**config.mk**
```make
export PLATFORM = sky130hd
export DESIGN_NAME = aux_tag_lookup
export DESIGN_NICKNAME = d
export VERILOG_FILES = /design/src/rtl/atl_pkg.sv /design/src/rtl/atl_parser.sv /design/src/rtl/atl_out_reg.sv /design/src/rtl/aux_tag_lookup.sv
export SDC_FILE = /design/constraint.sdc
export NUM_CORES = 1
export LEC_CHECK = 0
export ABC_AREA = 1
export BUFFER_PORTS_ARGS = -buffer_cell sky130_fd_sc_hd__buf_4
export CORE_MARGIN = 3
export CORE_UTILIZATION = 50
export CTS_BUF_LIST = sky130_fd_sc_hd__clkbuf_8
export CTS_CLUSTER_DIAMETER = 30
export DETAILED_ROUTE_END_ITERATION = 10
export PLACE_DENSITY = 0.71
export SYNTH_ARGS = -nofsm -noshare
export SYNTH_HDL_FRONTEND = slang
export SYNTH_HIERARCHICAL = 1
export SYNTH_SLANG_ARGS = --single-unit
```
**constraint.sdc**
```tcl
create_clock -name clk_i -period 2.1 [get_ports clk_i]
set_input_delay 0.21 -clock clk_i [delete_from_list [all_inputs] [get_ports clk_i]]
set_output_delay 0.21 -clock clk_i [all_outputs]
set_load 0.02 [all_outputs]
```
**src/rtl/atl_pkg.sv**
```systemverilog
// Shared types, constants and decode functions for the tag lookup block.
// Used by atl_parser, atl_out_reg and aux_tag_lookup; depends on nothing.
package atl_pkg;

  localparam int unsigned MaxRecordLen = 65536;
  localparam int unsigned PosW         = 16;
  localparam int unsigned SkipW        = 17;

  // Saturation point of the byte position and the reported offset.
  localparam logic [PosW-1:0] PosMax =
    (MaxRecordLen - 1 > 65535) ? 16'hFFFF : PosW'(MaxRecordLen - 1);

  // Skip length that means "skip to the end of the record".
  localparam logic [SkipW-1:0] SkipEnd = 17'h1FFFF;

  localparam logic [7:0] CharA = 8'h41;
  localparam logic [7:0] CharB = 8'h42;
  localparam logic [7:0] CharC = 8'h43;
  localparam logic [7:0] CharF = 8'h46;
  localparam logic [7:0] CharI = 8'h49;
  localparam logic [7:0] CharS = 8'h53;
  localparam logic [7:0] CharZ = 8'h5A;

  typedef struct packed {
    logic            valid;
    logic            found;
    logic [PosW-1:0] offset;
  } atl_result_t;

  function automatic logic [7:0] fold_upper(logic [7:0] c);
    logic [7:0] r;
    r = c;
    if (c >= 8'h61 && c <= 8'h7A) r = c - 8'd32;
    return r;
  endfunction

  // Value size in bytes of an already folded type code.
  function automatic logic [2:0] size_of_type(logic [7:0] t);
    logic [2:0] s;
    case (t)
      CharA, CharC: s = 3'd1;
      CharS:        s = 3'd2;
      CharI, CharF: s = 3'd4;
      default:      s = 3'd0;
    endcase
    return s;
  endfunction

endpackage

```
**src/rtl/atl_parser.sv**
```systemverilog
// Tag record parser: one byte per step, key compare and value skipping.
// Depends on atl_pkg.
module atl_parser (
  input  logic                clk_i,
  input  logic                rst_ni,
  input  logic                step_en_i,
  input  logic [7:0]          data_byte_i,
  input  logic                last_i,
  input  logic [15:0]         search_key_i,
  output atl_pkg::atl_result_t res_o
);
  import atl_pkg::*;

  localparam logic [2:0] PhKey0 = 3'd0;
  localparam logic [2:0] PhKey1 = 3'd1;
  localparam logic [2:0] PhType = 3'd2;
  localparam logic [2:0] PhSkip = 3'd3;
  localparam logic [2:0] PhZstr = 3'd4;
  localparam logic [2:0] PhBsub = 3'd5;
  localparam logic [2:0] PhBcnt = 3'd6;

  logic [2:0]       phase_q, phase_d;
  logic [7:0]       held_q, held_d;
  logic [2:0]       elem_q, elem_d;
  logic [23:0]      count_q, count_d;
  logic [SkipW-1:0] skip_q, skip_d;
  logic [PosW-1:0]  pos_q, pos_d;
  logic             answered_q, answered_d;

  logic             match;
  logic [7:0]       type_c;
  logic [2:0]       type_size;
  logic [34:0]      bytes_total;
  logic [SkipW-1:0] bytes_sat;
  logic [PosW:0]    off_ext;
  logic [PosW-1:0]  off_sat;

  assign type_c    = fold_upper(data_byte_i);
  assign type_size = size_of_type(type_c);

  // Element count times element size; sizes are 0, 1, 2 or 4, so shift.
  always_comb begin
    case (elem_q)
      3'd1:    bytes_total = {3'b000, data_byte_i, count_q};
      3'd2:    bytes_total = {2'b00, data_byte_i, count_q, 1'b0};
      3'd4:    bytes_total = {1'b0, data_byte_i, count_q, 2'b00};
      default: bytes_total = '0;
    endcase
  end

  assign bytes_sat = (bytes_total >= {18'd0, SkipEnd}) ? SkipEnd : bytes_total[SkipW-1:0];

  assign off_ext = {1'b0, pos_q} + 17'd1;
  assign off_sat = (off_ext > {1'b0, PosMax}) ? PosMax : off_ext[PosW-1:0];

  always_comb begin
    phase_d    = phase_q;
    held_d     = held_q;
    elem_d     = elem_q;
    count_d    = count_q;
    skip_d     = skip_q;
    match      = 1'b0;

    if (!answered_q) begin
      unique case (phase_q)
        PhKey0: begin
          held_d  = data_byte_i;
          phase_d = PhKey1;
        end
        PhKey1: begin
          match   = ({held_q, data_byte_i} == search_key_i);
          phase_d = PhType;
        end
        PhType: begin
          if (type_c == CharZ) begin
            phase_d = PhZstr;
          end else if (type_c == CharB) begin
            phase_d = PhBsub;
          end else if (type_size == 3'd0) begin
            phase_d = PhKey0;
          end else begin
            skip_d  = {14'd0, type_size};
            phase_d = PhSkip;
          end
        end
        PhSkip: begin
          if (skip_q != SkipEnd) begin
            skip_d = skip_q - 17'd1;
            if (skip_q == 17'd1) phase_d = PhKey0;
          end
        end
        PhZstr: begin
          if (data_byte_i == 8'd0) phase_d = PhKey0;
        end
        PhBsub: begin
          elem_d  = size_of_type(type_c);
          count_d = '0;
          skip_d  = '0;
          phase_d = PhBcnt;
        end
        PhBcnt: begin
          // Little-endian count; the low skip bits index the count byte.
          case (skip_q[1:0])
            2'd0: count_d[7:0]   = data_byte_i;
            2'd1: count_d[15:8]  = data_byte_i;
            2'd2: count_d[23:16] = data_byte_i;
            default: ;
          endcase
          if (skip_q[1:0] == 2'd3) begin
            if (bytes_total == 35'd0) begin
              skip_d  = '0;
              phase_d = PhKey0;
            end else begin
              skip_d  = bytes_sat;
              phase_d = PhSkip;
            end
          end else begin
            skip_d = skip_q + 17'd1;
          end
        end
        default: phase_d = PhKey0;
      endcase
    end

    answered_d = answered_q | match;
    pos_d      = (pos_q < PosMax) ? pos_q + 16'd1 : pos_q;

    // Last byte: restart for the next record.
    if (last_i) begin
      phase_d    = PhKey0;
      held_d     = '0;
      elem_d     = '0;
      count_d    = '0;
      skip_d     = '0;
      pos_d      = '0;
      answered_d = 1'b0;
    end
  end

  always_ff @(posedge clk_i or negedge rst_ni) begin
    if (!rst_ni) begin
      phase_q    <= PhKey0;
      held_q     <= '0;
      elem_q     <= '0;
      count_q    <= '0;
      skip_q     <= '0;
      pos_q      <= '0;
      answered_q <= 1'b0;
    end else if (step_en_i) begin
      phase_q    <= phase_d;
      held_q     <= held_d;
      elem_q     <= elem_d;
      count_q    <= count_d;
      skip_q     <= skip_d;
      pos_q      <= pos_d;
      answered_q <= answered_d;
    end
  end

  assign res_o.valid  = step_en_i && (match || (last_i && !answered_q));
  assign res_o.found  = match;
  assign res_o.offset = match ? off_sat : '0;

  a_restart: assert property (@(posedge clk_i) disable iff (!rst_ni)
    step_en_i && last_i |=> phase_q == PhKey0 && pos_q == '0 && !answered_q)
    else $error("parser did not restart after last byte");

  a_bcnt_idx: assert property (@(posedge clk_i) disable iff (!rst_ni)
    phase_q == PhBcnt |-> skip_q < 17'd4)
    else $error("count byte index out of range");

  a_answer_sticky: assert property (@(posedge clk_i) disable iff (!rst_ni)
    step_en_i && match && !last_i |=> answered_q)
    else $error("match not remembered");

  a_one_answer: assert property (@(posedge clk_i) disable iff (!rst_ni)
    answered_q |-> !match)
    else $error("second match in one record");

endmodule

```
**src/rtl/atl_out_reg.sv**
```systemverilog
// Result register of the tag lookup block, holds one word for the master side.
// Depends on atl_pkg.
module atl_out_reg (
  input  logic                      clk_i,
  input  logic                      rst_ni,
  input  atl_pkg::atl_result_t      res_i,
  input  logic                      m_axis_tready,
  output logic                      m_axis_tvalid,
  output logic                      found_o,
  output logic [atl_pkg::PosW-1:0]  offset_o
);
  import atl_pkg::*;

  logic            valid_q, valid_d;
  logic            found_q;
  logic [PosW-1:0] offset_q;

  always_comb begin
    valid_d = valid_q;
    if (res_i.valid)        valid_d = 1'b1;
    else if (m_axis_tready) valid_d = 1'b0;
  end

  always_ff @(posedge clk_i or negedge rst_ni) begin
    if (!rst_ni) begin
      valid_q <= 1'b0;
    end else begin
      valid_q <= valid_d;
    end
  end

  always_ff @(posedge clk_i) begin
    if (res_i.valid) begin
      found_q  <= res_i.found;
      offset_q <= res_i.offset;
    end
  end

  assign m_axis_tvalid = valid_q;
  assign found_o       = found_q;
  assign offset_o      = offset_q;

endmodule

```
**src/rtl/aux_tag_lookup.sv**
```systemverilog
// Top level of the packed tag record key lookup.
// The result word appears in the cycle after the accepted last-key byte (or last byte).
// Throughput: one record byte per cycle while the result register is empty or drained.
// The parser state steps once per accepted byte; the result register sets the rate.
// Reset (rst_ni low, asynchronous) clears the parser, the result valid and search_key.
// Depends on atl_pkg, atl_parser and atl_out_reg.
module aux_tag_lookup (
  input  logic        clk_i,
  input  logic        rst_ni,
  // Configuration: search_key, first character in bits 15:8
  input  logic        cfg_we_i,
  input  logic [15:0] cfg_wdata_i,
  // Slave side: one record byte per word
  input  logic        s_axis_tvalid,
  output logic        s_axis_tready,
  input  logic [7:0]  s_axis_tdata,   // [7:0] data_byte
  input  logic        s_axis_tlast,   // last byte of the record
  // Master side: lookup result
  output logic        m_axis_tvalid,
  input  logic        m_axis_tready,
  output logic [15:0] m_axis_tdata,   // [15:0] value_offset
  output logic        m_axis_tuser    // [0] found
);
  import atl_pkg::*;

  logic        [15:0] search_key_q;
  logic               step_en;
  atl_result_t        res;

  // Configuration register; the user must write it only while the block is idle (not enforced here).
  always_ff @(posedge clk_i or negedge rst_ni) begin
    if (!rst_ni) begin
      search_key_q <= '0;
    end else if (cfg_we_i) begin
      search_key_q <= cfg_wdata_i;
    end
  end

  // Take a byte whenever the result register has room for a possible word.
  assign s_axis_tready = !m_axis_tvalid || m_axis_tready;
  assign step_en       = s_axis_tvalid && s_axis_tready;

  atl_parser u_parser (
    .clk_i        (clk_i),
    .rst_ni       (rst_ni),
    .step_en_i    (step_en),
    .data_byte_i  (s_axis_tdata),
    .last_i       (s_axis_tlast),
    .search_key_i (search_key_q),
    .res_o        (res)
  );

  atl_out_reg u_out_reg (
    .clk_i         (clk_i),
    .rst_ni        (rst_ni),
    .res_i         (res),
    .m_axis_tready (m_axis_tready),
    .m_axis_tvalid (m_axis_tvalid),
    .found_o       (m_axis_tuser),
    .offset_o      (m_axis_tdata)
  );

endmodule
```
### Word-level counts from Yosys, hierarchy flattened

Cells that the tools add are included.

* register bits: 106
* input bits: 30
* output and inout port bits: 19
* logic and storage cells: 130

* add/subtract/negate cells: 5
* $lt $le $gt $ge: 5
* equality and inequality tests: 33
* muxes and demuxes: 44
* bitwise operators: 1
* reductions and logical operators: 29

Operators with widths (number)
* $mux W17: 9
* $pmux W34 S3: 1
* $pmux W17 S4: 1
* $eq A8 B7 Y1 const B: 7
* $mux W8: 7
* $mux W16: 3
* $mux W24: 2
* $pmux W24 S2: 1
* $logic_not A35 Y1: 1
* $ge A34 B17 Y1 const B: 1
* $mux W3: 11
* $pmux W3 S7: 1
* $ne A3 B3 Y1 const B: 6
* $add A16 B1 Y17 const B: 1
* $add A17 B1 Y17 const B: 1
* $eq A17 B1 Y1 const B: 1
* $gt A17 B16 Y1 const B: 1
* $ne A17 B17 Y1 const B: 1
* $sub A17 B1 Y17 const B: 1
* $add A16 B1 Y16 const B: 1
* $eq A16 B16 Y1: 1
* $lt A16 B16 Y1 const B: 1
* $eq A3 B3 Y1 const B: 4
* $ne A3 B2 Y1 const B: 4
* 27 further kinds: 49

### Depth between registers and ports, before layout

* depth after elaboration: 13
* depth in mapped cells: 19
* mapped depth without buffers: 17

### Hierarchy

The synthesis kept the hierarchy.

Modules (own cells, without submodules)
* atl_parser: times used 1, cells each 928, area each 6013.3 um^2, seq. area each 1801.7 um^2
* aux_tag_lookup: times used 1, cells each 71, area each 665.6 um^2, seq. area each 400.4 um^2
* atl_out_reg: times used 1, cells each 22, area each 550.5 um^2, seq. area each 535.5 um^2

### Worst setup path before layout

Ideal clock, no wire load.

* path kind: reg2reg
* start: register u_parser.phase_q[0]
* end: register u_out_reg.found_q (netlist: u_out_reg/found_o), enable pin
* setup time: 0.398 ns
* data arrival time: 1.889 ns
* required time: 1.702 ns
* setup slack: -0.188 ns
* stages on the path, launching flop included: 7
* path buffers: 0
* period minus slack after synthesis: 2.288 ns
* path through: dfrtp_1 inv_1 nor2_1 nand4_1 nor3_1 nand4_1 a21oi_1

RTL lines
* start: declaration: line atl_parser.sv:22 `logic [2:0] phase_q, phase_d;`
* start signal: assignment: line atl_parser.sv:142 `phase_q <= PhKey0;`
* start signal: assignment: line atl_parser.sv:150 `phase_q <= phase_d;`
* end signal: assignment: line atl_out_reg.sv:34 `found_q <= res_i.found;`
* end: declaration: line atl_out_reg.sv:15 `logic found_q;`

### Worst setup path in the final report

* start: register u_parser.pos_q[0]
* end: register u_out_reg.offset_q[10] (netlist: u_out_reg/offset_o[10]), data pin

* word-level cells in the longest chain between the ends: 3

RTL lines
* start: declaration: line atl_parser.sv:27 `logic [PosW-1:0] pos_q, pos_d;`
* start signal: assignment: line atl_parser.sv:155 `pos_q <= pos_d;`
* $add A16 B1 Y17 (*): line atl_parser.sv:53 `assign off_ext = {1'b0, pos_q} + 17'd1;`
* $gt A17 B16 Y1: line atl_parser.sv:54 `assign off_sat = (off_ext > {1'b0, PosMax}) ? PosMax : off_ext[PosW-1:0];`
* $mux W16 (*): line atl_parser.sv:54
* end signal: assignment: line atl_out_reg.sv:35 `offset_q <= res_i.offset;`
* end: declaration: line atl_out_reg.sv:16 `logic [PosW-1:0] offset_q;`

Mark *: on every way between the ends. The rest lies on a longest branch, timed or not.
A chain may end at the register's enable or synchronous reset.

==> results.toml <==
[placed_design]
portBuffers = 48
dpl_cell_area_sq_um = 8380
dpl_worst_slack_ns = -0.0853
dp_hpwl_mm = 13.7
gp_congestion = 0.924
dp.cells = 1305

[timing]
slew_headroom_pct = 72.3
rsz0062_at_grt = "true"
finClkSkew_ns = 0.0131
worst-slew-pin-transition_ns = 0.414
setup_slack_ns = -0.0802
hold_viol = 0
clock.fmax_ghz = 0.459
period_minus_slack_ns = 2.18
post-route-period-util_pct = 104
setup_viol = 14
maxSlewViolCount = 0

[synth]
syn_avg_cell_area_sq_um = 7.08
synthesis.area_sq_um = 7230
ys.flop_type = "dfrtp_1"
seq_area_frac_synth_pct = 37.9
syn_nets = 1060
yosys_warnings = 6
async_flop_share_pct = 84.0
postSynthCellCount = 1021
synth-edff-count = 17
yosysUniqueCellTypes = 46
ys_ff_latch = 106

[die]
ios = 49
die_y_um = 126
die_w_um = 126
rows = 43
initial_core_util_pct = 51.7
coreArea_sq_um = 14000
dieArea_sq_um = 15900

[finish]
final_util_pct = 66.1
finalNonFillerCells = 1352
nets = 1206
layout_common_cells = "nand2_1, buf_4, inv_1"
layout_commonest_cell = "nand2_1"
num_antenna_cells = 0
final_area_sq_um = 9240
syn_to_final_growth_pct = 27.9
layout-drive-gt1-share_pct = 26.9

[routing]
drt-initial-drc-count = 593
detail-route-antenna-nets = 0
wl_mm = 19.7
routedWlPerCell_um = 14.6
num_vias = 7146
vias_per_cell = 5.29
dr.pass1.iters = 5
drc_errors = 0

[pwr]
pwr_density_cell_nw_per_um2 = 504
vdd_ir_drop_max_mv = 0.528
p_leak_nw = 4.70

[global_route]
overflow = 0
grt_pass1_vias = 6554
grt_pass1_wl_mm = 31.6
grt_max_degree = 63
antenna_found_initial = 0
grtUsageTotal_pct = 24.2

[clock_network]
htreeDepth = 3
cts_buffers = 9
cts-root-buf = "clkbuf_8"
cts.sinks = 106
clk_pin_slew_worst_paths_ns = 0.11
clock_path_buffers = 2
cts_tree = "done"
clock_latency_ns = 0.40

[setup_path]
cp.arrival_ns = 2.46
crit_type = "reg -> reg"
required_ns = 2.38
endpoint_kind = "flop"
cp_max_fo = 6
cp-start-kind = "flop"

[status]
status = "finished with violations"
violations = "setup timing"

[flow_run]
maxCapViolations = 0

[min_path]
hp-class = "in -> reg"
-- cell families after synthesis --
group,synth area share (%)
xor gates and xnor gates,2.42
AOI/OAI and AO/OA,10.2
adders and majority gates,1.56
buffers and inverters,10.4
DFF,37.9
and+or+nand+nor,37.6
-- sequential cells by signal, summed over array words and instances, names as in the netlist --
| signal | flops |
|---|---|
| u_parser/count_q | 24 |
| u_parser/skip_q | 17 |
| search_key_q | 16 |
| u_out_reg/offset_o | 16 |
| u_parser/pos_q | 16 |
| u_parser/held_q | 8 |
| u_parser/elem_q | 3 |
| u_parser/phase_q | 3 |
| u_out_reg/found_o | 1 |
| u_out_reg/m_axis_tvalid | 1 |
| u_parser/answered_q | 1 |
-- power breakdown --
group          leakage [nW]  total [mW]  switching (mW)  internal [mW]
clock                0.0966        1.26           0.800          0.455
sequential             1.36        2.28          0.0782           2.20
combinational          3.24        1.13           0.689          0.438
-- routing by layer --
metal,GRT usage (%),routed length [um],vias up
li1,-,-,3595
met1,32.1,8930,3324
met2,40.1,9480,183
met3,4.54,837,44
met4,8.01,442,0
met5,0,0,-
-- per-stage QoR --
stage	setup TNS, ns	power [mW]	hold slack (ns)
after floorplan	-0.0396	2.98	-0.0856
after global placement	0	3.35	0.166
after detailed placement	-0.536	3.36	0.164
after CTS	-0.00873	4.63	0.000798
after global routing	-4.81	4.94	0.00599
final	-0.733	4.66	0.0208
-- what timing repair did --
| action | CTS | global route |
|---|---|---|
| buffers inserted | 2 | 18 |
| hold buffers | 8 | 1 |
| setup endpoints to repair | 14 | 52 |
| endpoints found under the hold margin | 34 | 1 |
| gates cloned | 0 | 2 |
| resized for setup | 7 | 97 |
| pin swaps | 6 | 54 |
-- worst paths after layout --
path,startpoint,to,slack (ns),depth (start not counted)
max in group asynchronous,rst_ni,u_parser/pos_q[2],1.15,3
worst min register to register,u_parser/count_q[22],u_parser/count_q[22],0.50,2
worst max-delay path,u_parser/pos_q[0],u_out_reg/offset_o[10],-0.08,15
worst max register to register,u_parser/pos_q[0],u_out_reg/offset_o[10],-0.08,15
min in group asynchronous,rst_ni,u_parser/skip_q[16],0.27,2
worst min-delay path,cfg_wdata_i[14],search_key_q[14],0.02,3
-- synthesized netlist by cell type (2+ instances only) --
| library cell | number | area [sq um] |
|---|---|---|
| inv_2 | 6 | 22.5 |
| a21oi_1 | 22 | 110 |
| nor2_2 | 9 | 56.3 |
| ha_1 | 9 | 113 |
| inv_1 | 132 | 495 |
| o21ai_0 | 64 | 320 |
| and3_1 | 2 | 12.5 |
| nand3b_1 | 2 | 15.0 |
| nand4_1 | 30 | 188 |
| nor3_4 | 2 | 32.5 |
| o31ai_1 | 3 | 22.5 |
| nand2_1 | 312 | 1170 |
| xnor2_1 | 3 | 26.3 |
| nor3_1 | 19 | 95.1 |
| xor2_1 | 17 | 149 |
| nand2_2 | 7 | 43.8 |
| buf_6 | 11 | 124 |
| o22ai_1 | 23 | 144 |
| o21ai_2 | 4 | 35.0 |
| a31oi_1 | 2 | 12.5 |
| edfxtp_1 | 17 | 510 |
| buf_2 | 13 | 65.1 |
| o21a_1 | 2 | 15.0 |
| clkinv_1 | 3 | 11.3 |
| nor4_1 | 4 | 25.0 |
| dfrtp_1 | 89 | 2230 |
| clkbuf_1 | 5 | 18.8 |
| nand3_1 | 81 | 405 |
| nor2_4 | 6 | 67.6 |
| nand2_4 | 3 | 33.8 |
| or2_2 | 7 | 43.8 |
| o21ai_1 | 6 | 30.0 |
| nand3_2 | 16 | 160 |
| nor2_1 | 78 | 293 |
-- critical path, stage by stage (launching register included) --
cell and delay [ns]:
dfrtp_1 0.38, ha_2 0.21, nand2_4 0.06, nor2_4 0.13, nand2_4 0.10, nor2_4 0.14, nand2_2 0.07, xor2_2 0.15
inv_1 0.08, nand3_2 0.11, nor2_4 0.15, nand3_4 0.13, buf_12 0.16, nand3_2 0.07, nand2_2 0.06, inv_2 0.05
-- final cells by class --
class | instances | area (sq um)
clock inverters | 7 | 62.6
multi-input cells | 743 | 4110
flip-flops and latches | 106 | 2740
clock buffers | 9 | 124
inverters | 142 | 538
fillers | 1197 | 4740
well taps | 180 | 225
repair buffers | 165 | 1450
Note: power is estimated with default switching activity, not from simulation.
